File: src/rtl/chm_pkg.sv
// Package for the chained hash map engine: command codes, default sizes,
// and the controller/datapath command and status structs. No dependencies.
package chm_pkg;

  localparam int NumBucketsDef = 64;
  localparam int WaysDef       = 4;
  localparam int KeyBitsDef    = 32;
  localparam int ValueBitsDef  = 32;
  localparam int CfgBits       = 7;
  localparam int CmdBits       = 2;
  localparam int OutBits       = 32;

  typedef enum logic [CmdBits-1:0] {
    CMD_INSERT   = 2'd0,
    CMD_FIND     = 2'd1,
    CMD_ERASE    = 2'd2,
    CMD_ERASE_KV = 2'd3
  } cmd_t;

  typedef struct packed {
    logic load;       // capture request, start modulo
    logic mod_step;   // one restoring-division step
    logic rd;         // issue slot read at current way
    logic way_inc;    // advance way
    logic way_clr;    // restart way scan
    logic wr_upd;     // write value at current way
    logic wr_new;     // write key/value/valid at free way
    logic wr_clr;     // clear valid at current way
    logic res_hit;    // capture find/erase hit result
    logic res_add;    // capture insert added result
    logic res_upd;    // capture insert updated result
    logic res_full;   // capture bucket full result
    logic res_miss;   // capture miss result
    logic clr_step;   // advance the reset sweep counter by one slot
  } chm_ctl_t;

  typedef struct packed {
    logic mod_done;
    logic way_last;
    logic match;      // current slot valid and key matches (and value for kv)
    logic free;       // current slot invalid
    logic free_seen;  // a free slot was recorded in the bucket
    logic clr_last;
    cmd_t cmd;
  } chm_sts_t;

endpackage

File: src/rtl/chm_ctrl.sv
// Controller state machine for the chained hash map engine.
// Depends on chm_pkg for command/status structs.
module chm_ctrl (
  input  logic              clk,
  input  logic              rst_n,
  input  logic              in_valid,
  output logic              in_stall,
  output logic              out_valid,
  input  logic              out_stall,
  output logic              cfg_ready,
  input  chm_pkg::chm_sts_t sts,
  output chm_pkg::chm_ctl_t ctl
);

  typedef enum logic [2:0] {
    S_CLEAR, S_IDLE, S_MOD, S_READ, S_CHECK, S_FILL, S_OUT
  } state_t;

  state_t state_r, state_nxt;
  logic   out_valid_r, out_valid_nxt;

  assign in_stall  = (state_r != S_IDLE) || out_valid_r;
  assign out_valid = out_valid_r;
  assign cfg_ready = (state_r == S_IDLE) && !out_valid_r;

  always_comb begin
    state_nxt     = state_r;
    out_valid_nxt = out_valid_r && out_stall;
    ctl           = '0;
    unique case (state_r)
      S_CLEAR: begin
        ctl.clr_step = 1'b1;
        if (sts.clr_last) state_nxt = S_IDLE;
      end
      S_IDLE: begin
        if (in_valid && !in_stall) begin
          ctl.load  = 1'b1;
          state_nxt = S_MOD;
        end
      end
      S_MOD: begin
        if (sts.mod_done) begin
          ctl.way_clr = 1'b1;
          state_nxt   = S_READ;
        end else begin
          ctl.mod_step = 1'b1;
        end
      end
      S_READ: begin
        ctl.rd    = 1'b1;
        state_nxt = S_CHECK;
      end
      S_CHECK: begin
        priority if (sts.match) begin
          unique case (sts.cmd)
            chm_pkg::CMD_INSERT: begin
              ctl.wr_upd  = 1'b1;
              ctl.res_upd = 1'b1;
            end
            chm_pkg::CMD_FIND: ctl.res_hit = 1'b1;
            default: begin
              ctl.wr_clr  = 1'b1;
              ctl.res_hit = 1'b1;
            end
          endcase
          state_nxt = S_OUT;
        end else if (!sts.way_last) begin
          ctl.way_inc = 1'b1;
          state_nxt   = S_READ;
        end else if (sts.cmd == chm_pkg::CMD_INSERT) begin
          if (sts.free_seen || sts.free) state_nxt = S_FILL;
          else begin
            ctl.res_full = 1'b1;
            state_nxt    = S_OUT;
          end
        end else begin
          ctl.res_miss = 1'b1;
          state_nxt    = S_OUT;
        end
      end
      S_FILL: begin
        ctl.wr_new  = 1'b1;
        ctl.res_add = 1'b1;
        state_nxt   = S_OUT;
      end
      S_OUT: begin
        out_valid_nxt = 1'b1;
        state_nxt     = S_IDLE;
      end
      default: state_nxt = S_IDLE;
    endcase
  end

  always_ff @(posedge clk) begin
    if (!rst_n) begin
      state_r     <= S_CLEAR;
      out_valid_r <= 1'b0;
    end else begin
      state_r     <= state_nxt;
      out_valid_r <= out_valid_nxt;
    end
  end

endmodule

File: config.mk
export PLATFORM = sky130hd
export DESIGN_NAME = chm_ctrl
export DESIGN_NICKNAME = d
export VERILOG_FILES = /design/src/rtl/chm_pkg.sv /design/src/rtl/chm_ctrl.sv
export SDC_FILE = /design/constraint.sdc
export NUM_CORES = 1
export LEC_CHECK = 0
export ABC_CLOCK_PERIOD_IN_PS = 3800
export BUFFER_PORTS_ARGS = -buffer_cell sky130_fd_sc_hd__clkbuf_2
export CAP_MARGIN = 10
export CELL_PAD_IN_SITES_DETAIL_PLACEMENT = 0
export CELL_PAD_IN_SITES_GLOBAL_PLACEMENT = 2
export CORE_ASPECT_RATIO = 0.8
export CORE_MARGIN = 10
export CORE_UTILIZATION = 20
export CTS_CLUSTER_DIAMETER = 40
export DETAILED_ROUTE_END_ITERATION = 10
export PLACE_DENSITY_LB_ADDON = 0.1
export SYNTH_ARGS = -nofsm -noshare
export SYNTH_HDL_FRONTEND = slang
export SYNTH_SLANG_ARGS = --single-unit
File: constraint.sdc
create_clock -name clk -period 3.8 [get_ports clk]
set_clock_uncertainty 0.1 [all_clocks]
set_input_delay 0.57 -clock clk [delete_from_list [all_inputs] [get_ports clk]]
set_output_delay 0.57 -clock clk [all_outputs]
set_load 0.01 [all_outputs]
Word-level counts from Yosys, hierarchy flattened
Cells that the tools add are included.
{"block": "totals", "ram_bits": 0, "input_bits": 12, "out_inout_bits": 17, "memories": 0, "reg_bits": 4, "wordCells": 57, "mem_bits_ro": 0, "latch_bits": 0}
{"block": "op_classes", "mul": 0, "n_eq_ne": 11, "div": 0, "n_lt_le_gt_ge": 0, "reduce_logical": 11, "bitwise": 0, "muxes": 33, "n_shift": 0, "n_addsub": 0}
{"cell": "1-bit 2-to-1 mux", "count": 20}
{"cell": "3-bit 2-to-1 mux", "count": 6}
{"cell": "3-bit case mux with 6 select lines", "count": 1}
{"cell": "2-bit 2-to-1 mux", "count": 6}
{"cell": "3-bit equality test, second input constant", "count": 3}
{"cell": "3-bit by 2-bit equality test with 1-bit output, second input constant", "count": 2}
{"cell": "2-bit != test, second input constant", "count": 2}
{"cell": "3-bit by 1-bit equality test with 1-bit output, second input constant", "count": 1}
{"cell": "1-bit logical AND", "count": 3}
{"cell": "3-bit logical NOT", "count": 1}
{"cell": "3-bit by 1-bit != test with 1-bit output, second input constant", "count": 1}
{"cell": "3-bit AND reduction", "count": 1}
{"cell": "2-bit by 1-bit equality test with 1-bit output, second input constant", "count": 1}
{"cell": "1-bit logical NOT", "count": 2}
{"cell": "2-bit logical NOT", "count": 1}
{"cell": "1-bit logical OR", "count": 2}
{"cell": "2-bit by 1-bit != test with 1-bit output, second input constant", "count": 1}
{"cell": "2-bit OR reduction", "count": 1}

Longest topological paths before layout
Gate-level depths: netlist of run 1.
{"block": "logic_depth", "word_depth": 6, "depth_mapped": 6, "ltp_nobuf": 4}

Worst setup path after synthesis of run 1
Ideal clock, no wire load.
{"block": "synth_timing", "path_kind": "register to output", "startpoint": "reg state_r[1]", "endpoint": "out ctl[8] (netlist name)", "stages_incl_launch_ff": 7, "slack_ns": 1.847, "path_buffers": 2, "t_required_ns": 3.130, "arrival_ns": 1.283, "cell_sequence": "dfxtp_1 -> buf_2 -> nand2b_4 -> nor2_1 -> nand2_1 -> nor3_1 -> buf_4"}
{"element": "from (decl)", "line": "chm_ctrl.sv:19", "text": "state_t state_r, state_nxt;"}
{"element": "from (signal assigned)", "line": "chm_ctrl.sv:99", "text": "state_r <= state_nxt;"}
{"element": "to (decl)", "line": "chm_ctrl.sv:12", "text": "output chm_pkg::chm_ctl_t ctl"}

==> impl_metrics.prom, run 1 <==
# TYPE chip_impl_metric gauge
chip_impl_metric{name="io_pins",unit=""} 29
chip_impl_info{name="holdCritPathClass",value="in2reg"} 1
chip_impl_metric{name="cts_hold_repair.buffers",unit=""} 0
chip_impl_metric{name="final_hold_viol_count",unit=""} 0
chip_impl_metric{name="insertedDiodeCount",unit=""} 0
chip_impl_metric{name="p_comb_share",unit="%"} 47.0
chip_impl_metric{name="leakagePower",unit="nW"} 0.261
chip_impl_metric{name="detailed_route_iter0_violations",unit=""} 17
chip_impl_metric{name="syn-cell-area",unit="sq um"} 404
chip_impl_metric{name="post_cts_resized",unit=""} 0
chip_impl_metric{name="io_buffer_count",unit=""} 28
chip_impl_metric{name="grt.total_usage",unit="%"} 5.80
chip_impl_metric{name="dieHeight",unit="um"} 60.2
chip_impl_metric{name="ys_seq_elements",unit=""} 4
chip_impl_metric{name="post-route-drc-count",unit=""} 0
chip_impl_metric{name="total_power",unit="uW"} 239
chip_impl_metric{name="routed-via-count",unit=""} 457
chip_impl_info{name="crit_type",value="reg2out"} 1
chip_impl_metric{name="tightest_slew",unit="ps"} 498
chip_impl_metric{name="critical_path_required",unit="ps"} 3130
chip_impl_metric{name="fp.dieArea",unit="sq um"} 4230
chip_impl_metric{name="floorplan.initialDensity",unit="%"} 21.4
chip_impl_info{name="cts_root_buf",value="clkbuf_4"} 1
chip_impl_info{name="rsz0062_at_grt",value="false"} 1
chip_impl_metric{name="synthToLayoutAreaGrowth",unit="%"} 39.0
chip_impl_metric{name="final_cycle_share",unit="%"} 60.3
chip_impl_metric{name="ys_types",unit=""} 26
chip_impl_metric{name="grt_antenna_before_repair",unit=""} 0
chip_impl_metric{name="relSlewSlack",unit="%"} 66.8
chip_impl_metric{name="max_capacitance_violation_count",unit=""} 0
chip_impl_metric{name="synth_edf_count",unit=""} 0
chip_impl_metric{name="grt_max_degree",unit=""} 15
chip_impl_metric{name="die-width",unit="um"} 70.3
chip_impl_metric{name="clk_pin_slew",unit="ps"} 40
chip_impl_metric{name="synth_sequential_area_ratio",unit="%"} 19.8
chip_impl_metric{name="ctsHtreeMaxLevel",unit=""} 1
chip_impl_metric{name="cts_num_sinks",unit=""} 4
chip_impl_metric{name="placeableCoreArea",unit="sq um"} 1890
chip_impl_metric{name="syn_nets",unit=""} 66
chip_impl_metric{name="routabilityCongestion",unit=""} 0.689
chip_impl_metric{name="switching_share",unit="%"} 42.0
chip_impl_metric{name="pwr-share-clk",unit="%"} 21.6
chip_impl_metric{name="routed_via_density",unit=""} 4.39
chip_impl_metric{name="drtAntennaViolNets",unit=""} 0
chip_impl_metric{name="global_route_congestion_overflow_total",unit=""} 0
chip_impl_info{name="outcome",value="finished clean"} 1
chip_impl_metric{name="post-cts-setup-buffer-count",unit=""} 0
chip_impl_info{name="layout.cells.most_common",value="clkbuf_2"} 1
chip_impl_metric{name="synthArstFlopShare",unit="%"} 0
chip_impl_metric{name="rrSetupSlack",unit="ps"} 2310
chip_impl_info{name="critical_path.startpoint_type",value="flip-flop"} 1
chip_impl_metric{name="drive_above_1_share",unit="%"} 43.8
chip_impl_metric{name="max_freq",unit="MHz"} 436
chip_impl_metric{name="p_seq_share",unit="%"} 31.4
chip_impl_info{name="crit_path_end_kind",value="output port"} 1
chip_impl_metric{name="final.setup.tns",unit="ps"} 0
chip_impl_metric{name="cts_inserted_buffers",unit=""} 3
chip_impl_metric{name="timing.final.crit_period",unit="ps"} 2290
chip_impl_metric{name="drt_pass1_iterations",unit=""} 4
chip_impl_metric{name="synth_area_per_cell",unit="sq um"} 7.48
chip_impl_metric{name="vdd_drop_max",unit="mV"} 0.230
chip_impl_metric{name="wire_per_inst",unit="um"} 12.9
chip_impl_info{name="cts_tree",value="done"} 1
chip_impl_metric{name="cts_max_path_buffers",unit=""} 2
chip_impl_metric{name="final_util",unit="%"} 29.7
chip_impl_info{name="layout_common_cells",value="28 x clkbuf_2, 12 x nor2_1, 4 x nor3_1, 4 x dfxtp_1"} 1
chip_impl_metric{name="design.final.nets",unit=""} 94
chip_impl_metric{name="internal_power",unit="uW"} 139
chip_impl_metric{name="dp_hpwl",unit="um"} 1150
chip_impl_metric{name="global_route_wire_length_before_repair",unit="um"} 2010
chip_impl_metric{name="worst-path-max-fanout",unit=""} 14
chip_impl_metric{name="totalWireLength",unit="um"} 1340
chip_impl_metric{name="final-max-slew-violation-count",unit=""} 0
chip_impl_metric{name="total_of_endpoints_with_negative_setup_slack_in_the_final_report",unit=""} 0
chip_impl_metric{name="placement_rows",unit=""} 14
chip_impl_metric{name="pwr_density_cell",unit="nW/um^2"} 426
chip_impl_metric{name="vias_in_the_first_global_route",unit=""} 430
chip_impl_info{name="top_flip_flop_cell_by_instance_count_after_synthesis",value="dfxtp_1"} 1
chip_impl_metric{name="power_switching",unit="uW"} 100
chip_impl_metric{name="clkLatencyLatePin",unit="ps"} 230
chip_impl_metric{name="synthesis.yosys.warnings",unit=""} 0
chip_impl_metric{name="arrival",unit="ps"} 1620
chip_impl_metric{name="post_synth_inst_count",unit=""} 54
-- worst paths after layout --
path / startpoint / endpoint / cells after the start
min: rst_n / state_r[2]$_SDFFE_PN0P_ / 2
min reg2reg: out_valid$_SDFF_PN0_ / out_valid$_SDFF_PN0_ / 2
max reg2reg: state_r[0]$_SDFFE_PN0P_ / state_r[1]$_SDFFE_PN0P_ / 3
max: state_r[0]$_SDFFE_PN0P_ / ctl[13] / 4
-- kinds of logic (layout without fill, tap and decap cells) --
logic type / count (synthesis) / after routing / share of synthesized area, %
simple gates: 32 / 32 / 46.4
compound gates: 9 / 9 / 19.8
buf+inv: 8 / 34 / 11.5
flops: 4 / 4 / 19.8
mux: 1 / 1 / 2.48
-- Yosys cell counts (all sizes together), types with 2 or more instances --
cell type	instances	area, sq um
o21a	2	15.0
nand2b	4	32.5
buf	5	35.0
nand2	3	11.3
nor2b	2	12.5
inv	3	11.3
nor4	2	27.5
nor3	5	30.0
dfxtp	4	80.1
nor2	12	45.0
-- area by class of cell --
| class | count | area (sq um) |
|---|---|---|
| Sequential cell | 4 | 80.1 |
| Tap cell | 24 | 30.0 |
| Timing Repair Buffer | 28 | 140 |
| Fill cell | 220 | 1330 |
| Inverter | 3 | 11.3 |
| Multi-Input combinational cell | 42 | 278 |
| Clock buffer | 3 | 22.5 |
-- sequential cells by signal, summed over array words and instances (netlist names) --
register   cells
state_r        3
out_valid      1
-- per-stage QoR --
step           std cells  area (sq um)  setup slack, ps  hold WS [ps]
5_1_grt              104           562             1380           464
2_1_floorplan         54           404             1850           500
6_report             104           562             1510           461
3_3_place_gp         101           539             1670           534
4_1_cts              104           562             1500           460
3_5_place_dp         101           539             1700           522
-- critical path, stage by stage, from the launching register on --
cell	delay [ps]
dfxtp_1	620
inv_1	210
nor4_4	280
and2_1	160
clkbuf_2	120
-- power groups by stage --
stage | Sequential [mW] | Combinational (mW) | Clock, mW
2_1_floorplan | 0.0542 | 0.100 | 0
6_report | 0.0751 | 0.112 | 0.0516
3_5_place_dp | 0.0751 | 0.114 | 0
3_3_place_gp | 0.0760 | 0.117 | 0
4_1_cts | 0.0747 | 0.115 | 0.0544
5_1_grt | 0.0779 | 0.124 | 0.0587
-- routing by layer --
layer	vias to the layer above	global-route usage, %	routed length (um)
li1	245	-	-
met1	201	7.23	670
met2	11	8.57	607
met3	0	2.81	64
met4	0	1.69	0
met5	-	0	0
Power figures use the tool's default switching activity.
==> inputs of run 2 (changes only) <==
- ABC_CLOCK_PERIOD_IN_PS: 3800 -> 2000
- CORE_UTILIZATION: 20 -> 17
- clock period: 3.8 -> 2 ns (I/O delays scaled with it)
==> run 2 against run 1 <==
Critical endpoint is now ctl[2]. Worst setup slack lost 1300 ps. Die area grew 12%. Critical path type unchanged. Hold slack lost 270 ps. Design area grew 4.5%. Global-route usage grew 0.65 points. Register-to-register slack lost 1700 ps. Final cell count grew 3.8%. Sequential power grew 56%. Core utilization shrank 3.2 points. Non-clock buffer count grew 3. Clock-buffer cell count is the same.
==> impl_metrics.prom, run 2 (synthesis gave the netlist of run 1 again) <==
# TYPE chip_impl_metric gauge
chip_impl_info{name="regToRegEndpoint",value="state_r[1]$_SDFFE_PN0P_"} 1
chip_impl_metric{name="largest_register_ffs",unit=""} 3
chip_impl_metric{name="placement_rows",unit=""} 15
chip_impl_metric{name="ctsHtreeMaxLevel",unit=""} 1
chip_impl_metric{name="drt_pass1_iterations",unit=""} 4
chip_impl_metric{name="cts_inserted_buffers",unit=""} 3
chip_impl_metric{name="drtAntennaViolNets",unit=""} 0
chip_impl_metric{name="dp_hpwl",unit="um"} 1260
chip_impl_metric{name="dieHeight",unit="um"} 63.6
chip_impl_metric{name="floorplan.initialDensity",unit="%"} 18.2
chip_impl_metric{name="layout.filler_cells",unit=""} 251
chip_impl_metric{name="worst_path_largest_cell_delay",unit="ps"} 300
chip_impl_info{name="layout.cells.most_common",value="clkbuf_2"} 1
chip_impl_info{name="largest-register",value="state_r"} 1
chip_impl_metric{name="max_capacitance_violation_count",unit=""} 0
chip_impl_info{name="crit_type",value="reg2out"} 1
chip_impl_metric{name="global_route_wire_length_before_repair",unit="um"} 2440
chip_impl_metric{name="grt_max_degree",unit=""} 10
chip_impl_metric{name="rrSetupSlack",unit="ps"} 600
chip_impl_metric{name="timing.hold.worst_path_depth",unit=""} 2
chip_impl_metric{name="io_buffer_count",unit=""} 28
chip_impl_metric{name="routed-via-count",unit=""} 488
chip_impl_info{name="critical-path-slowest-cell",value="dfxtp_1"} 1
chip_impl_metric{name="wire_per_inst",unit="um"} 13.5
chip_impl_metric{name="tightest_slew",unit="ps"} 372
chip_impl_metric{name="totalWireLength",unit="um"} 1460
chip_impl_info{name="cts_tree",value="done"} 1
chip_impl_metric{name="grt_antenna_before_repair",unit=""} 0
chip_impl_metric{name="total_of_endpoints_with_negative_setup_slack_in_the_final_report",unit=""} 0
chip_impl_info{name="path_cells",value="nand2b_4 > nor3_2 > nand2_1 > nor4b_1 > clkbuf_2"} 1
chip_impl_metric{name="final-max-slew-violation-count",unit=""} 0
chip_impl_metric{name="global_route_congestion_overflow_total",unit=""} 0
chip_impl_info{name="rsz0062_at_grt",value="false"} 1
chip_impl_metric{name="placeableCoreArea",unit="sq um"} 2210
chip_impl_metric{name="final.setup.tns",unit="ps"} 0
chip_impl_info{name="outcome",value="finished clean"} 1
chip_impl_metric{name="arrival",unit="ps"} 1380
chip_impl_metric{name="critical_path_required",unit="ps"} 1600
chip_impl_metric{name="io_pins",unit=""} 29
chip_impl_metric{name="routed_via_density",unit=""} 4.52
chip_impl_info{name="cts_root_buf",value="clkbuf_4"} 1
chip_impl_metric{name="leakagePower",unit="nW"} 0.277
chip_impl_metric{name="reg2reg_depth",unit=""} 4
chip_impl_metric{name="final_cycle_share",unit="%"} 89.0
chip_impl_metric{name="vdd_drop_max",unit="mV"} 0.141
chip_impl_metric{name="detailed_route_iter0_violations",unit=""} 16
chip_impl_metric{name="placed_cell_area",unit="sq um"} 563
chip_impl_info{name="start_of_the_worst_register_to_register_path",value="state_r[2]$_SDFFE_PN0P_"} 1
chip_impl_metric{name="cts_num_sinks",unit=""} 4
chip_impl_info{name="hold_path_origin",value="rst_n"} 1
chip_impl_metric{name="timing.final.crit_period",unit="ps"} 1780
chip_impl_metric{name="worst-path-max-fanout",unit=""} 6
chip_impl_metric{name="clkLatencyLatePin",unit="ps"} 230
chip_impl_metric{name="post-route-drc-count",unit=""} 0
chip_impl_metric{name="fp.dieArea",unit="sq um"} 4740
chip_impl_metric{name="relSlewSlack",unit="%"} 74.5
chip_impl_metric{name="routabilityCongestion",unit=""} 0.628
chip_impl_metric{name="die-width",unit="um"} 74.5
chip_impl_metric{name="final_util",unit="%"} 26.5
chip_impl_metric{name="postLayoutCellArea",unit="sq um"} 587
chip_impl_metric{name="grt.total_usage",unit="%"} 6.46
chip_impl_metric{name="cts_max_path_buffers",unit=""} 2
chip_impl_info{name="critical_path.startpoint_type",value="flip-flop"} 1
chip_impl_info{name="crit_path_end_kind",value="output port"} 1
chip_impl_info{name="layout_common_cells",value="28 x clkbuf_2, 12 x nor2_1, 4 x nor3_1"} 1
chip_impl_info{name="holdCritPathClass",value="in2reg"} 1
chip_impl_metric{name="design.final.nets",unit=""} 97
chip_impl_metric{name="clk_pin_slew",unit="ps"} 40
chip_impl_metric{name="synthToLayoutAreaGrowth",unit="%"} 45.2
chip_impl_metric{name="final_hold_viol_count",unit=""} 0
chip_impl_metric{name="drive_above_1_share",unit="%"} 47.0
chip_impl_metric{name="max_freq",unit="MHz"} 562
chip_impl_metric{name="insertedDiodeCount",unit=""} 0
chip_impl_info{name="worst_hold_path.endpoint",value="state_r[2]$_SDFFE_PN0P_"} 1
chip_impl_metric{name="vias_in_the_first_global_route",unit=""} 495
chip_impl_metric{name="cts_hold_repair.buffers",unit=""} 0
chip_impl_metric{name="pwr_density_cell",unit="nW/um^2"} 815
run 2: cell types whose count changed in the layout (fill, tap and decap cells not counted):
cell,before,now
buf_4,0,3
dfxtp_1,4,3
dfxtp_2,0,1
run 2: area by class of cell:
type | count | area (sq um) | share of cell area, %
inverters | 3 | 11.3 | 1.92
repair buffers | 31 | 163 | 27.7
flip-flops and latches | 4 | 81.3 | 13.9
well taps | 25 | 31.3 | 5.33
clock buffers | 3 | 22.5 | 3.84
multi-input cells | 42 | 278 | 47.3
run 2: stage by stage:
stage | worst slack (ps) | total power [mW] | cells | hold slack [ps]
2_1_floorplan | 317 | 0.293 | 54 | 318
3_5_place_dp | 387 | 0.383 | 105 | 425
6_report | 220 | 0.478 | 108 | 191
3_3_place_gp | 392 | 0.389 | 105 | 436
4_1_cts | 138 | 0.485 | 108 | 187
5_1_grt | 89.8 | 0.532 | 108 | 183
run 2: repair_timing:
action	4_1_cts	5_1_grt
gates resized for setup	0	1
setup buffers	0	0
setup endpoints to repair	0	1
run 2: worst max path at each step:
stage / start / endpoint / slack [ps] / depth (start not counted)
2_1_floorplan: state_r[1]$_SDFFE_PN0P_ / ctl[8] / 320 / 6
3_3_place_gp: state_r[0]$_SDFFE_PN0P_ / ctl[13] / 390 / 4
3_5_place_dp: state_r[0]$_SDFFE_PN0P_ / ctl[13] / 390 / 4
4_1_cts: state_r[0]$_SDFFE_PN0P_ / ctl[13] / 140 / 4
5_1_grt: state_r[0]$_SDFFE_PN0P_ / ctl[3] / 90 / 5
6_report: state_r[1]$_SDFFE_PN0P_ / ctl[2] / 220 / 5
run 2: where the power goes:
part	leakage (nW)	internal [mW]	switching [mW]	total [mW]
registers	0.0330	0.0961	0.0209	0.117
logic	0.230	0.119	0.145	0.263
clock network	0.0138	0.0670	0.0310	0.0980
total	0.277	0.282	0.197	0.478
run 2: worst max-delay path: cells and delay by family, from the launching register on:
kind,cells,cell delay (ps)
buffers and inverters,1,190
flip-flops,1,300
AND/OR/NAND/NOR,4,670
run 2: layer usage:
metal  share of wire (%)  wire [um]  global-route usage [%]  up-vias
li1                    -          -                       -      251
met1                  47        687                    7.30      226
met2                  49        715                    10.8       11
met3                 3.8         56                   0.939        0
met4                   0          0                    4.25        0
met5                   0          0                       0        -
==> inputs of run 3 (changes only) <==
- CORE_MARGIN: 10 -> default
- CTS_BUF_LIST: default -> sky130_fd_sc_hd__clkbuf_8 sky130_fd_sc_hd__clkbuf_16
==> run 3 against run 2 <==
Largest cell class unchanged. Sequential power shrank 3%. Routed wire length decreased by 16%. Via count down 1.6%. Global-route usage up 3.7 points. Total power rose by 15%. Highest routed layer is now met4. Final cell count unchanged. Core utilization rose by 1.0 points. Non-clock buffer count unchanged. Clock power up 77%. Register-to-register slack got worse by 90 ps. Combinational power about the same. Sequential share of layout area shrank 0.61 points.
==> impl_metrics.prom, run 3 (synthesis gave the netlist of run 1 again) <==
# TYPE chip_impl_metric gauge
chip_impl_info{name="outcome",value="finished clean"} 1
chip_impl_info{name="critical_path.startpoint_type",value="flip-flop"} 1
chip_impl_info{name="path_cells",value="inv_1 > nor4_4 > and2_1 > clkbuf_2"} 1
chip_impl_metric{name="final_hold_viol_count",unit=""} 0
chip_impl_metric{name="layout.filler_cells",unit=""} 240
chip_impl_metric{name="io_buffer_count",unit=""} 28
chip_impl_metric{name="final.setup.tns",unit="ps"} 0
chip_impl_info{name="rsz0062_at_grt",value="false"} 1
chip_impl_metric{name="io_pins",unit=""} 29
chip_impl_metric{name="global_route_wire_length_before_repair",unit="um"} 1910
chip_impl_metric{name="dieHeight",unit="um"} 45.6
chip_impl_info{name="critical-path-slowest-cell",value="dfxtp_1"} 1
chip_impl_info{name="layout.cells.most_common",value="clkbuf_2"} 1
chip_impl_metric{name="grt_antenna_before_repair",unit=""} 0
chip_impl_metric{name="cts_hold_repair.buffers",unit=""} 0
chip_impl_info{name="hold_path_origin",value="rst_n"} 1
chip_impl_metric{name="post-cts-setup-buffer-count",unit=""} 0
chip_impl_metric{name="max_capacitance_violation_count",unit=""} 0
chip_impl_metric{name="routed-via-count",unit=""} 480
chip_impl_metric{name="global_route_congestion_overflow_total",unit=""} 0
chip_impl_info{name="crit_type",value="reg2out"} 1
chip_impl_metric{name="worst-path-max-fanout",unit=""} 7
chip_impl_metric{name="drive_above_1_share",unit="%"} 45.8
chip_impl_metric{name="post-route-drc-count",unit=""} 0
chip_impl_info{name="layout_common_cells",value="28 x clkbuf_2, 12 x nor2_1, 4 x nor3_1, 4 x dfxtp_1"} 1
chip_impl_metric{name="final_cycle_share",unit="%"} 87.8
chip_impl_metric{name="clk_pin_slew",unit="ps"} 30
chip_impl_metric{name="final-max-slew-violation-count",unit=""} 0
chip_impl_metric{name="design.final.nets",unit=""} 97
chip_impl_metric{name="total_power",unit="uW"} 550
chip_impl_metric{name="totalWireLength",unit="um"} 1230
chip_impl_metric{name="floorplan.initialDensity",unit="%"} 18.4
chip_impl_metric{name="reg2reg_depth",unit=""} 4
chip_impl_metric{name="relSlewSlack",unit="%"} 73.9
chip_impl_info{name="regToRegEndpoint",value="state_r[1]$_SDFFE_PN0P_"} 1
chip_impl_metric{name="grt_max_degree",unit=""} 10
chip_impl_metric{name="rrSetupSlack",unit="ps"} 510
chip_impl_info{name="worst_hold_path.endpoint",value="state_r[2]$_SDFFE_PN0P_"} 1
chip_impl_metric{name="cts_max_path_buffers",unit=""} 2
chip_impl_metric{name="placement_rows",unit=""} 15
chip_impl_metric{name="ctsHtreeMaxLevel",unit=""} 1
chip_impl_metric{name="leakagePower",unit="nW"} 0.285
chip_impl_info{name="cts_tree",value="done"} 1
chip_impl_metric{name="die-width",unit="um"} 56.5
chip_impl_metric{name="timing.final.crit_period",unit="ps"} 1760
chip_impl_metric{name="routabilityCongestion",unit=""} 0.694
chip_impl_metric{name="fin_hold_ws",unit="ps"} 219
chip_impl_metric{name="arrival",unit="ps"} 1360
chip_impl_metric{name="critical_path_required",unit="ps"} 1600
chip_impl_metric{name="post_cts_resized",unit=""} 0
chip_impl_metric{name="tightest_slew",unit="ps"} 382
chip_impl_metric{name="pwr_density_cell",unit="nW/um^2"} 910
chip_impl_metric{name="clkLatencyLatePin",unit="ps"} 220
chip_impl_info{name="start_of_the_worst_register_to_register_path",value="state_r[0]$_SDFFE_PN0P_"} 1
chip_impl_metric{name="drt_pass1_iterations",unit=""} 4
chip_impl_metric{name="cts_inserted_buffers",unit=""} 3
chip_impl_info{name="largest-register",value="state_r"} 1
chip_impl_metric{name="worst_path_largest_cell_delay",unit="ps"} 450
chip_impl_metric{name="largest_register_ffs",unit=""} 3
chip_impl_metric{name="detailed_route_iter0_violations",unit=""} 6
chip_impl_metric{name="vias_in_the_first_global_route",unit=""} 403
chip_impl_metric{name="cts_num_sinks",unit=""} 4
chip_impl_info{name="holdCritPathClass",value="in2reg"} 1
chip_impl_info{name="crit_path_end_kind",value="output port"} 1
chip_impl_metric{name="drtAntennaViolNets",unit=""} 0
chip_impl_metric{name="timing.hold.worst_path_depth",unit=""} 2
chip_impl_metric{name="fp.dieArea",unit="sq um"} 2580
chip_impl_metric{name="placeableCoreArea",unit="sq um"} 2200
chip_impl_metric{name="max_freq",unit="MHz"} 569
chip_impl_info{name="cts_root_buf",value="clkbuf_8"} 1
chip_impl_metric{name="synthToLayoutAreaGrowth",unit="%"} 49.5
chip_impl_metric{name="wire_per_inst",unit="um"} 11.4
chip_impl_metric{name="total_of_endpoints_with_negative_setup_slack_in_the_final_report",unit=""} 0
chip_impl_metric{name="insertedDiodeCount",unit=""} 0
chip_impl_metric{name="grt.total_usage",unit="%"} 10.2
chip_impl_metric{name="vdd_drop_max",unit="mV"} 0.270
chip_impl_metric{name="dp_hpwl",unit="um"} 1030
chip_impl_metric{name="routed_via_density",unit=""} 4.44
[run 3: cell counts in the layout (fill, tap and decap cells not counted)]
Identical to the previous run, type by type.
[run 3: cell type report]
class	count	area [sq um]	share of cell area (%)
multi-input combinational	42	278	46.0
timing repair buffer	31	163	26.9
sequential	4	80.1	13.3
clock buffer	3	41.3	6.83
tap	25	31.3	5.18
inverter	3	11.3	1.86
[run 3: how the worst max path moves through the flow]
stage | start | endpoint | slack [ps] | cells past startpoint
3_3_place_gp | sts[5] | ctl[2] | 420 | 5
5_1_grt | state_r[0]$_SDFFE_PN0P_ | ctl[13] | 140 | 4
4_1_cts | state_r[0]$_SDFFE_PN0P_ | ctl[13] | 230 | 4
2_1_floorplan | state_r[1]$_SDFFE_PN0P_ | ctl[8] | 320 | 6
6_report | state_r[0]$_SDFFE_PN0P_ | ctl[13] | 240 | 4
3_5_place_dp | sts[5] | ctl[2] | 450 | 5
[run 3: through the flow]
step           instances  utilization, %  setup slack, ps  cell area [sq um]
2_1_floorplan         54               -              317                404
3_3_place_gp         105            25.6              415                563
3_5_place_dp         105            25.6              452                563
4_1_cts              108            27.5              233                604
5_1_grt              108            27.5              135                604
6_report             108            27.5              244                604
[run 3: worst max-delay path: cells and delay by family (launching register included)]
kind / cells / cell delay (ps)
flops: 1 / 450
buf+inv: 2 / 270
simple gates: 2 / 420
[run 3: power breakdown]
group / switching, mW / total (mW) / internal, mW / leakage (nW)
combinational: 0.146 / 0.264 / 0.118 / 0.230
sequential: 0.0181 / 0.113 / 0.0947 / 0.0328
clock: 0.0443 / 0.173 / 0.129 / 0.0216
[run 3: layer usage]
layer	track usage [%]	wire length, um	vias up	part of all wire, %
met4	5.85	19	0	1.5
li1	-	-	252	-
met2	13.4	524	19	43
met5	0	0	-	0
met3	2.84	63	3	5.1
met1	14.6	620	206	51
